===== src/ukst_pkg.sv =====
`timescale 1ns / 1ps
// ----------------------------------------------------------------------------
// Unordered key set table package
// Shared constants, command codes, sequencer states and transfer structs.
// ----------------------------------------------------------------------------
package ukst_pkg;

  localparam int unsigned TableDepth = 16;
  localparam int unsigned IdxW       = $clog2(TableDepth);
  localparam int unsigned CntW       = $clog2(TableDepth + 1);
  localparam int unsigned KeyW       = 32;
  localparam int unsigned SlotW      = 4;
  localparam int unsigned EntriesW   = 5;

  typedef enum logic [1:0] {
    CmdAdd    = 2'd0,
    CmdErase  = 2'd1,
    CmdPop    = 2'd2,
    CmdLookup = 2'd3
  } cmd_e;

  typedef enum logic [1:0] {
    StIdle,
    StSearch,
    StMove,
    StPop
  } state_e;

  typedef struct packed {
    cmd_e            command;
    logic [KeyW-1:0] key;
  } req_t;

  typedef struct packed {
    logic [SlotW-1:0]    slot;
    logic                found;
    logic                overflow;
    logic [KeyW-1:0]     popped_key;
    logic [EntriesW-1:0] entries;
  } rsp_t;

endpackage


===== src/unordered_key_set_table_top.sv =====
`timescale 1ns / 1ps
// ----------------------------------------------------------------------------
// Unordered key set table
// Dense set of distinct keys with add, swap-remove erase, pop and lookup.
// ----------------------------------------------------------------------------
// A pop reads the last slot and strobes its key from the pop state, and a pop on
//   an empty table strobes straight from idle; a search strobes on a hit or a miss
//   past the last entry, and an erase hit first moves the last key into the hit slot.
// One comparator walks the key RAM one slot per cycle through its registered
//   read port; busy stays high for the whole walk, so a new transfer is taken only
//   once the previous one is back in idle. Results cannot be stalled.
// Reset clears the state, entry count, indices and strobe; key RAM contents are left as they are.
module unordered_key_set_table_top (
  input  logic          clk_i,
  input  logic          rst_ni,
  input  logic          start,
  output logic          busy,
  input  ukst_pkg::req_t req_i,
  output logic          valid_o,
  output ukst_pkg::rsp_t rsp_o
);

  ukst_pkg::state_e state_q, state_d;
  ukst_pkg::cmd_e   cmd_q, cmd_d;
  logic [ukst_pkg::KeyW-1:0] key_q, key_d;
  logic [ukst_pkg::CntW-1:0] count_q, count_d;
  logic [ukst_pkg::CntW-1:0] ridx_q, ridx_d;
  logic [ukst_pkg::IdxW-1:0] cidx_q, cidx_d;
  logic pend_q, pend_d;
  logic valid_q, valid_d;
  ukst_pkg::rsp_t res_q, res_d;

  logic                      ram_we;
  logic [ukst_pkg::IdxW-1:0] ram_waddr;
  logic [ukst_pkg::KeyW-1:0] ram_wdata;
  logic [ukst_pkg::IdxW-1:0] ram_raddr;
  logic [ukst_pkg::KeyW-1:0] ram_rdata;

  logic accept, hit, miss, full;
  logic [ukst_pkg::IdxW-1:0] last_idx;

  assign busy     = (state_q != ukst_pkg::StIdle);
  assign accept   = start && !busy;
  assign hit      = pend_q && (ram_rdata == key_q);
  assign miss     = !hit && (ridx_q == count_q);
  assign full     = (count_q == ukst_pkg::CntW'(ukst_pkg::TableDepth));
  assign last_idx = ukst_pkg::IdxW'(count_q - 1'b1);

  ukst_ram #(
    .Width(ukst_pkg::KeyW),
    .Depth(ukst_pkg::TableDepth)
  ) u_key_ram (
    .clk_i  (clk_i),
    .we_i   (ram_we),
    .waddr_i(ram_waddr),
    .wdata_i(ram_wdata),
    .raddr_i(ram_raddr),
    .rdata_o(ram_rdata)
  );

  always_comb begin
    state_d = state_q;
    unique case (state_q)
      ukst_pkg::StIdle: begin
        if (accept) begin
          if (req_i.command == ukst_pkg::CmdPop) begin
            if (count_q != '0) begin
              state_d = ukst_pkg::StPop;
            end
          end else begin
            state_d = ukst_pkg::StSearch;
          end
        end
      end
      ukst_pkg::StSearch: begin
        if (hit && (cmd_q == ukst_pkg::CmdErase)) begin
          state_d = ukst_pkg::StMove;
        end else if (hit || miss) begin
          state_d = ukst_pkg::StIdle;
        end
      end
      ukst_pkg::StMove: state_d = ukst_pkg::StIdle;
      ukst_pkg::StPop:  state_d = ukst_pkg::StIdle;
      default:          state_d = ukst_pkg::StIdle;
    endcase
  end

  always_comb begin
    cmd_d     = cmd_q;
    key_d     = key_q;
    count_d   = count_q;
    ridx_d    = ridx_q;
    cidx_d    = cidx_q;
    pend_d    = pend_q;
    valid_d   = 1'b0;
    res_d     = '0;
    ram_we    = 1'b0;
    ram_waddr = cidx_q;
    ram_wdata = ram_rdata;
    ram_raddr = ukst_pkg::IdxW'(ridx_q);
    unique case (state_q)
      ukst_pkg::StIdle: begin
        if (accept) begin
          cmd_d     = req_i.command;
          key_d     = req_i.key;
          ridx_d    = '0;
          pend_d    = 1'b0;
          ram_raddr = last_idx;
          if ((req_i.command == ukst_pkg::CmdPop) && (count_q == '0)) begin
            valid_d = 1'b1;
          end
        end
      end
      ukst_pkg::StSearch: begin
        if (hit) begin
          unique case (cmd_q)
            ukst_pkg::CmdAdd: begin
              valid_d    = 1'b1;
              res_d.found = 1'b1;
              res_d.slot  = ukst_pkg::SlotW'(cidx_q);
            end
            ukst_pkg::CmdErase: begin
              ram_raddr = last_idx;
            end
            ukst_pkg::CmdLookup: begin
              valid_d     = 1'b1;
              res_d.found = 1'b1;
            end
            ukst_pkg::CmdPop: begin
              valid_d = 1'b1;
            end
            default: valid_d = 1'b1;
          endcase
        end else if (miss) begin
          valid_d = 1'b1;
          if (cmd_q == ukst_pkg::CmdAdd) begin
            if (full) begin
              res_d.overflow = 1'b1;
            end else begin
              ram_we     = 1'b1;
              ram_waddr  = ukst_pkg::IdxW'(count_q);
              ram_wdata  = key_q;
              res_d.slot = ukst_pkg::SlotW'(count_q);
              count_d    = count_q + 1'b1;
            end
          end
        end else begin
          ram_raddr = ukst_pkg::IdxW'(ridx_q);
          pend_d    = 1'b1;
          cidx_d    = ukst_pkg::IdxW'(ridx_q);
          ridx_d    = ridx_q + 1'b1;
        end
      end
      ukst_pkg::StMove: begin
        ram_we      = 1'b1;
        ram_waddr   = cidx_q;
        ram_wdata   = ram_rdata;
        count_d     = count_q - 1'b1;
        valid_d     = 1'b1;
        res_d.found = 1'b1;
      end
      ukst_pkg::StPop: begin
        count_d          = count_q - 1'b1;
        valid_d          = 1'b1;
        res_d.found      = 1'b1;
        res_d.popped_key = ram_rdata;
      end
      default: begin
        valid_d = 1'b0;
      end
    endcase
    res_d.entries = ukst_pkg::EntriesW'(count_d);
  end

  always_ff @(posedge clk_i or negedge rst_ni) begin
    if (!rst_ni) begin
      state_q <= ukst_pkg::StIdle;
      count_q <= '0;
      ridx_q  <= '0;
      cidx_q  <= '0;
      pend_q  <= 1'b0;
      valid_q <= 1'b0;
    end else begin
      state_q <= state_d;
      count_q <= count_d;
      ridx_q  <= ridx_d;
      cidx_q  <= cidx_d;
      pend_q  <= pend_d;
      valid_q <= valid_d;
    end
  end

  always_ff @(posedge clk_i) begin
    cmd_q <= cmd_d;
    key_q <= key_d;
    res_q <= res_d;
  end

  assign valid_o = valid_q;
  assign rsp_o   = res_q;

  a_count_bound: assert property (@(posedge clk_i) disable iff (!rst_ni)
    count_q <= ukst_pkg::CntW'(ukst_pkg::TableDepth))
    else $error("entry count above table depth");

  a_accept_progress: assert property (@(posedge clk_i) disable iff (!rst_ni)
    accept |=> (busy || valid_o))
    else $error("accepted transfer neither busy nor answered");

  a_overflow_full: assert property (@(posedge clk_i) disable iff (!rst_ni)
    (valid_o && rsp_o.overflow) |->
      (rsp_o.entries == ukst_pkg::EntriesW'(ukst_pkg::TableDepth)))
    else $error("overflow reported on a table that is not full");

  a_move_nonempty: assert property (@(posedge clk_i) disable iff (!rst_ni)
    (state_q == ukst_pkg::StMove || state_q == ukst_pkg::StPop) |-> (count_q != '0))
    else $error("remove on an empty table");

endmodule


===== src/ukst_ram.sv =====
`timescale 1ns / 1ps
// ----------------------------------------------------------------------------
// Generic single-port-write RAM
// One write port, one read port with registered read data.
// ----------------------------------------------------------------------------
module ukst_ram #(
  parameter int unsigned Width = 32,
  parameter int unsigned Depth = 16
) (
  input  logic                     clk_i,
  input  logic                     we_i,
  input  logic [$clog2(Depth)-1:0] waddr_i,
  input  logic [Width-1:0]         wdata_i,
  input  logic [$clog2(Depth)-1:0] raddr_i,
  output logic [Width-1:0]         rdata_o
);

  logic [Width-1:0] mem_q [Depth];

  always_ff @(posedge clk_i) begin
    if (we_i) begin
      mem_q[waddr_i] <= wdata_i;
    end
    rdata_o <= mem_q[raddr_i];
  end

endmodule


===== config.mk =====
export PLATFORM = sky130hd
export DESIGN_NAME = unordered_key_set_table_top
export DESIGN_NICKNAME = d
export VERILOG_FILES = /design/src/ukst_pkg.sv /design/src/unordered_key_set_table_top.sv /design/src/ukst_ram.sv
export SDC_FILE = /design/constraint.sdc
export NUM_CORES = 1
export LEC_CHECK = 0
export BUFFER_PORTS_ARGS = -buffer_cell sky130_fd_sc_hd__buf_2
export CORE_UTILIZATION = 40
export CTS_BUF_LIST = sky130_fd_sc_hd__clkbuf_16
export DETAILED_ROUTE_END_ITERATION = 7
export PLACE_DENSITY = 0.65
export SLEW_MARGIN = 20
export SYNTH_ARGS = -nofsm -noshare
export SYNTH_HDL_FRONTEND = slang
export SYNTH_SLANG_ARGS = --single-unit

===== constraint.sdc =====
create_clock -name clk_i -period 4.03 [get_ports clk_i]
set_input_delay 0 -clock clk_i [delete_from_list [all_inputs] [get_ports clk_i]]
set_output_delay 0 -clock clk_i [all_outputs]
set_load 0.005 [all_outputs]

# Word level (Yosys, flattened, before mapping)
# Memory sizes are Yosys's and may differ from the RTL's. A register that Yosys moved wholly into a read port is not among the register bits.
# Index checks and enable logic that the tools add are counted.
[word_totals]
output_inout_bits = 45
ramBits = 512
reg_bits = 95
n_memories = 1
input_bits = 37
word_cells = 113
[mem_list]
columns = ["name", "depth", "width", "read_ports", "rd_clocked_by_memory_dff", "wr", "line_no", "text"]
rows = [
  ["u_key_ram.mem_q", 16, 32, 1, 1, 1, "ukst_ram.sv:18", "logic [Width-1:0] mem_q [Depth];"],
]
[op_classes]
add_sub_neg = 3
eq_ne = 15
mux = 55
bitwise = 4
n_reduce_logical = 22
[ops]
columns = ["cell", "n"]
rows = [
  ["$mux 32", 5],
  ["$mux 4", 13],
  ["$mux 5", 7],
  ["$eq 32x32->1", 1],
  ["$pmux 5 s2", 2],
  ["$mux 1", 17],
  ["$add 5x1->5 const B", 2],
  ["$eq 2x2->1 const B", 5],
  ["$mux 2", 5],
  ["$pmux 4 s2", 1],
  ["$ne 2x2->1 const B", 3],
  ["$ne 3x3->1 const B", 2],
  ["$pmux 1 s2", 3],
  ["$pmux 2 s3", 1],
  ["$reduce_and 3->1", 2],
  ["$eq 5x5->1", 1],
  ["$eq 5x5->1 const B", 1],
  ["$logic_and 1x1->1", 5],
  ["$logic_not 5->1", 1],
  ["$reduce_bool 5->1", 1],
  ["$sub 5x1->5 const B", 1],
  ["$eq 2x1->1 const B", 2],
  ["$logic_not 2->1", 2],
  ["$not 1->1", 4],
  ["other kinds (9)", 12],
]

# Longest topological paths before layout
[logic_depth]
ltp_word = 9
ltp_mapped = 14
ltp_nobuf = 11

# Hierarchy
# A second synthesis with hierarchy kept.
[unflattened]
hier_cells = 1240
hier_area_um2 = 24368.4
[modules_own_cells]
columns = ["module", "instances", "cells_each", "area_each_um2", "seq_area_each_um2"]
rows = [
  ["ukst_ram", 1, 838, 19835.3, 16015.4],
  ["unordered_key_set_table_top", 1, 402, 4533.1, 2332.2],
]

# Worst setup path before layout
# OpenSTA, ideal clock, no wires.
[synth_path]
kind = "register to register"
from = "register count_q[3] (netlist bit)"
to = "memory u_key_ram.mem_q[8][0], enable pin"
path_stages_with_launch = 10
required_time_ns = 3.609
path_buffers = 2
slack_ns = 0.077
setup_time_ns = 0.421
t_arrival_ns = 3.531
synth_period_minus_slack_ns = 3.953
path_cell_list = "dfrtp_1 -> clkbuf_1 -> xor2_1 -> nor3_1 -> nand3_1 -> a31oi_2 -> and3_1 -> clkbuf_1 -> o2111ai_1 -> nor2_1"
[synth_between]
elab_chain_cells = 8
elab_cells_between_ends = 15
cone_classes = "eq/ne (2); mux (12); reduce/logical (1)"
[synth_lines]
columns = ["element", "line_no", "text"]
rows = [
  ["from (decl)", "unordered_key_set_table_top.sv:26", "logic [ukst_pkg::CntW-1:0] count_q, count_d;"],
  ["from (signal assigned)", "unordered_key_set_table_top.sv:185", "count_q <= count_d;"],
  ["$eq 5x5->1", "unordered_key_set_table_top.sv:46", "assign full = (count_q == ukst_pkg::CntW'(ukst_pkg::TableDepth));"],
  ["$mux 1", "unordered_key_set_table_top.sv:137", "if (full) begin"],
  ["$mux 1", "unordered_key_set_table_top.sv:136", "if (cmd_q == ukst_pkg::CmdAdd) begin"],
  ["$mux 1", "unordered_key_set_table_top.sv:134", "end else if (miss) begin"],
  ["$mux 1", "unordered_key_set_table_top.sv:115", "if (hit) begin"],
  ["$pmux 1 s2", "unordered_key_set_table_top.sv:101", "unique case (state_q)"],
  ["$mux 1", "ukst_ram.sv:21", "if (we_i) begin"],
  ["$mux 1 (not written as such)", "ukst_ram.sv:22", "mem_q[waddr_i] <= wdata_i;"],
  ["to (decl)", "ukst_ram.sv:18", ""],
]
# Parallel ways exist; a longest one is shown, timed or not.

# Worst setup path after layout
[layout_path]
from = "register u_key_ram.rdata_o[25], read port of u_key_ram.mem_q"
to = "memory u_key_ram.mem_q[14][15], enable pin"
[layout_between]
elab_chain_cells = 9
elab_cells_between_ends = 12
cone_classes = "eq/ne (1); mux (8); reduce/logical (3)"
[layout_lines]
columns = ["element", "line_no", "text"]
rows = [
  ["from (decl)", "ukst_ram.sv:15", "output logic [Width-1:0] rdata_o"],
  ["$eq 32x32->1 (*)", "unordered_key_set_table_top.sv:44", "assign hit = pend_q && (ram_rdata == key_q);"],
  ["$logic_and 1x1->1 (*)", "unordered_key_set_table_top.sv:44", ""],
  ["$logic_not 1->1", "unordered_key_set_table_top.sv:45", "assign miss = !hit && (ridx_q == count_q);"],
  ["$logic_and 1x1->1", "unordered_key_set_table_top.sv:45", ""],
  ["$mux 1", "unordered_key_set_table_top.sv:134", ""],
  ["$mux 1", "unordered_key_set_table_top.sv:115", ""],
  ["$pmux 1 s2", "unordered_key_set_table_top.sv:101", ""],
  ["$mux 1", "ukst_ram.sv:21", ""],
  ["$mux 1 (not written as such)", "ukst_ram.sv:22", ""],
]
# Every way passes the cells marked *; elsewhere a longest branch is shown, timed or not.

==> impl_metrics.env <==
export IMPL_dp_final_hpwl_um=40500
export IMPL_synth_common_cells="546 x edfxtp_1, 97 x nand2_1, 96 x nor2_1, 75 x dfxtp_1, 62 x mux2_2"
export IMPL_async_flop_share=0.0282
export IMPL_post_cts_buffers=0
export IMPL_yosysSeqAreaShare=0.735
export IMPL_p_int_uw=14700
export IMPL_cts_resized=0
export IMPL_rsz0062_at_grt="no"
export IMPL_clock_sinks=639
export IMPL_hp_start="req_i[23]"
export IMPL_fp_dieW_um=252
export IMPL_portBuffers=81
export IMPL_slew_viol_final=0
export IMPL_ctsHoldBuffers=37
export IMPL_htreeDepth=3
export IMPL_setup_viol=0
export IMPL_clockRootBuffer="clkbuf_16"
export IMPL_seqCellArea_sq_mm=0.0183
export IMPL_dr_pass1_iters=5
export IMPL_preCtsSetupSlack_ns=0.223
export IMPL_die_y_um=252
export IMPL_cap_viol_max_count=0
export IMPL_yosysTopAreaCell="edfxtp_1"
export IMPL_grt_remaining_overflow=0
export IMPL_min_period_over_period=0.951
export IMPL_multi_input_area_sq_mm=0.00630
export IMPL_synth_distinct_cells=62
export IMPL_finalHoldViolations=0
export IMPL_place_gp_congestion=0.906
export IMPL_initial_core_util=0.405
export IMPL_path_cells="xnor2_1, nand4_1, nor4_4, a31oi_2, and3_1, a31oi_1, nor2_4, buf_12"
export IMPL_synth_most_common_cell="edfxtp_1"
export IMPL_area_growth_pct=19.1
export IMPL_cp_required_ns=4.37
export IMPL_pwr_share_comb=0.331
export IMPL_antenna_found_initial=4
export IMPL_outcome="completed"
export IMPL_cts_max_path_buffers=3
export IMPL_p_per_area_mw_per_mm2=750
export IMPL_antenna_left=0
export IMPL_clkTransAtPathRegs_ns=0.06
export IMPL_tightest_slew_ns=1.16
export IMPL_synthDominantCellAreaShare=0.657
export IMPL_critPathMaxFanout=20
export IMPL_row_count=91
export IMPL_clk_insertion_delay_late_ns=0.61
export IMPL_timing_hold_ws_ns=0.0979
export IMPL_postSynthCellCount=1634
export IMPL_swShare=0.343
export IMPL_post_drt_wl_per_cell_um=24.9
export IMPL_num_vias=15458
export IMPL_fmax_mhz=261
export IMPL_synth_edf_count=546
export IMPL_die_area_sq_mm=0.0634
export IMPL_relSlewSlack=0.226
export IMPL_cts_buffers_inserted=67
export IMPL_r2r_slack_ns=0.20
export IMPL_fin_skew_ns=0.0253
export IMPL_worstHoldPathCells=2
export IMPL_cp_data_arrival_time_ns=4.17
export IMPL_r2r_start="u_key_ram.rdata_o[25]"
export IMPL_grt_pass1_vias=15096
export IMPL_grt_pass1_wl_um=98400
export IMPL_ir_worst_vdd_uv=419
export IMPL_drc_errors=0
export IMPL_timing_rr_end="u_key_ram.mem_q[14][15]"
export IMPL_p_switching_uw=7650
export IMPL_synth_warning_count=0
export IMPL_fill_cells=5241
export IMPL_antenna_cells=0
export IMPL_drive_gt1_frac=0.208
export IMPL_synth_nets=1683
export IMPL_track_usage=0.213
export IMPL_drt_initial_drc_count=1850
export IMPL_critical_path_class="reg -> reg"
export IMPL_hp_class="in -> reg"
export IMPL_leakage_uw=0.00984
export IMPL_worst_setup_path_end_kind="flip-flop"
export IMPL_viasPerCell=5.68
export IMPL_cts_tree="done"
export IMPL_totalWireLength_um=67800
export IMPL_grt_max_degree=52
export IMPL_cpPeakStageDelay_ns=0.91
export IMPL_crit_path_start_kind="flip-flop"
export IMPL_synth_ff_type="edfxtp_1"
export IMPL_fin_ws_ns=0.198
export IMPL_r2r_cells=8
export IMPL_core_sq_mm=0.0617
export IMPL_avgSynthCellArea_sq_um=15.3
export IMPL_p_clk_frac=0.262
export IMPL_pwr_share_seq=0.407
export IMPL_cp_slowest_cell="a31oi_1"
export IMPL_finalSetupTns_ns=0
export IMPL_synth_area_sq_mm=0.0250
export IMPL_fin_crit_ns=3.83
export IMPL_ios=82
export IMPL_final_nets=1880
export IMPL_synthTopCellsByArea="edfxtp_1 66%, dfxtp_1 6.0%, mux2_2 2.8%, dfrtp_1 1.8%, a211oi_1 1.8%"
export IMPL_min_to="key_q[23]"
export IMPL_synth_seq_cells=639
[cell families (layout without fill, tap and decap cells)]
family,Yosys count,in the layout,share of synthesized area
buffers and inverters,104,353,0.0200
AOI/OAI and AO/OA,358,358,0.104
DFF,639,639,0.735
muxes,69,69,0.0331
and+or+nand+nor,415,415,0.0887
adders and majority gates,12,12,0.00601
xor gates and xnor gates,37,37,0.0130
[through the flow]
step	power [uW]	utilization	cell area, sq um	std cells
after global routing	23200	0.482	29700	2720
after floorplan	13600	-	25000	1634
after global placement	16400	0.442	27300	2562
after detailed placement	16500	0.442	27300	2562
after CTS	22400	0.482	29700	2720
final	22300	0.482	29700	2720
[worst max-delay path by stage]
stage | startpoint | to | cells past startpoint
final | u_key_ram.rdata_o[25] | u_key_ram.mem_q[14][15] | 8
after global routing | key_q[28] | u_key_ram.mem_q[14][4] | 8
after detailed placement | key_q[28] | u_key_ram.mem_q[14][22] | 8
after CTS | key_q[28] | u_key_ram.mem_q[14][16] | 8
after global placement | key_q[28] | u_key_ram.mem_q[14][14] | 8
after floorplan | count_q[3] | u_key_ram.mem_q[8][0] | 9
[registers in the layout, summed over array words and instances, names as in the netlist]
register           cells
count_q                5
u_key_ram.mem_q      512
pend_q                 1
valid_o                1
cmd_q                  2
ridx_q                 5
u_key_ram.rdata_o     32
cidx_q                 4
rsp_o                 43
state_q                2
key_q                 32
[cells in the final DEF, fill, tap and decap left out, types with 7 or more instances in the layout]
master         instances
edfxtp_1             546
nand2_1               97
buf_2                 81
nor2_1                80
dfxtp_1               75
buf_4                 71
clkbuf_16             70
mux2_2                62
o22ai_1               60
a211oi_1              59
o21ai_0               54
a21oi_1               43
nand2b_1              37
dlygate4sd3_1         37
a31oi_1               36
and2_1                35
inv_1                 30
xnor2_1               30
buf_12                30
nor4_1                29
or3_1                 28
o22a_1                27
and4_1                27
o221ai_2              24
dfrtp_1               18
nand4_1               17
clkinv_1              17
nor2_4                16
nand3_1               13
o221ai_1              13
ha_1                  12
nor3_1                10
a21o_1                 7
xor2_1                 7
[metal layers]
metal,vias up,part of all wire,global-route usage
li1,6809,-,-
met2,754,0.47,0.338
met4,0,0.025,0.0653
met5,-,0,0
met1,7771,0.42,0.292
met3,124,0.091,0.0466
[critical path: cells and delay by family (launching register included)]
family / cells / cell delay, ns
AO/OA/AOI/OAI: 2 / 1.13
XOR/XNOR: 1 / 0.52
buffers and inverters: 1 / 0.26
flip-flops: 1 / 0.40
AND/OR/NAND/NOR: 4 / 1.24
[final cells by class]
| cell class | instances | area share |
|---|---|---|
| tap | 837 | 0.0352 |
| timing repair buffer | 219 | 0.0642 |
| sequential | 639 | 0.617 |
| clock buffer | 70 | 0.0589 |
| clock inverter | 51 | 0.0110 |
| multi-input combinational | 891 | 0.212 |
| inverter | 13 | 0.00164 |
[power by group through the flow]
stage / combinational [uW] / sequential, uW / clock [uW]
floorplan: 4540 / 9030 / 0
global placement: 7160 / 9210 / 0
detailed placement: 7280 / 9200 / 0
CTS: 7340 / 9080 / 5950
global route: 7930 / 9130 / 6180
finish: 7380 / 9080 / 5850
No activity file was read; power rests on OpenSTA's default activity.
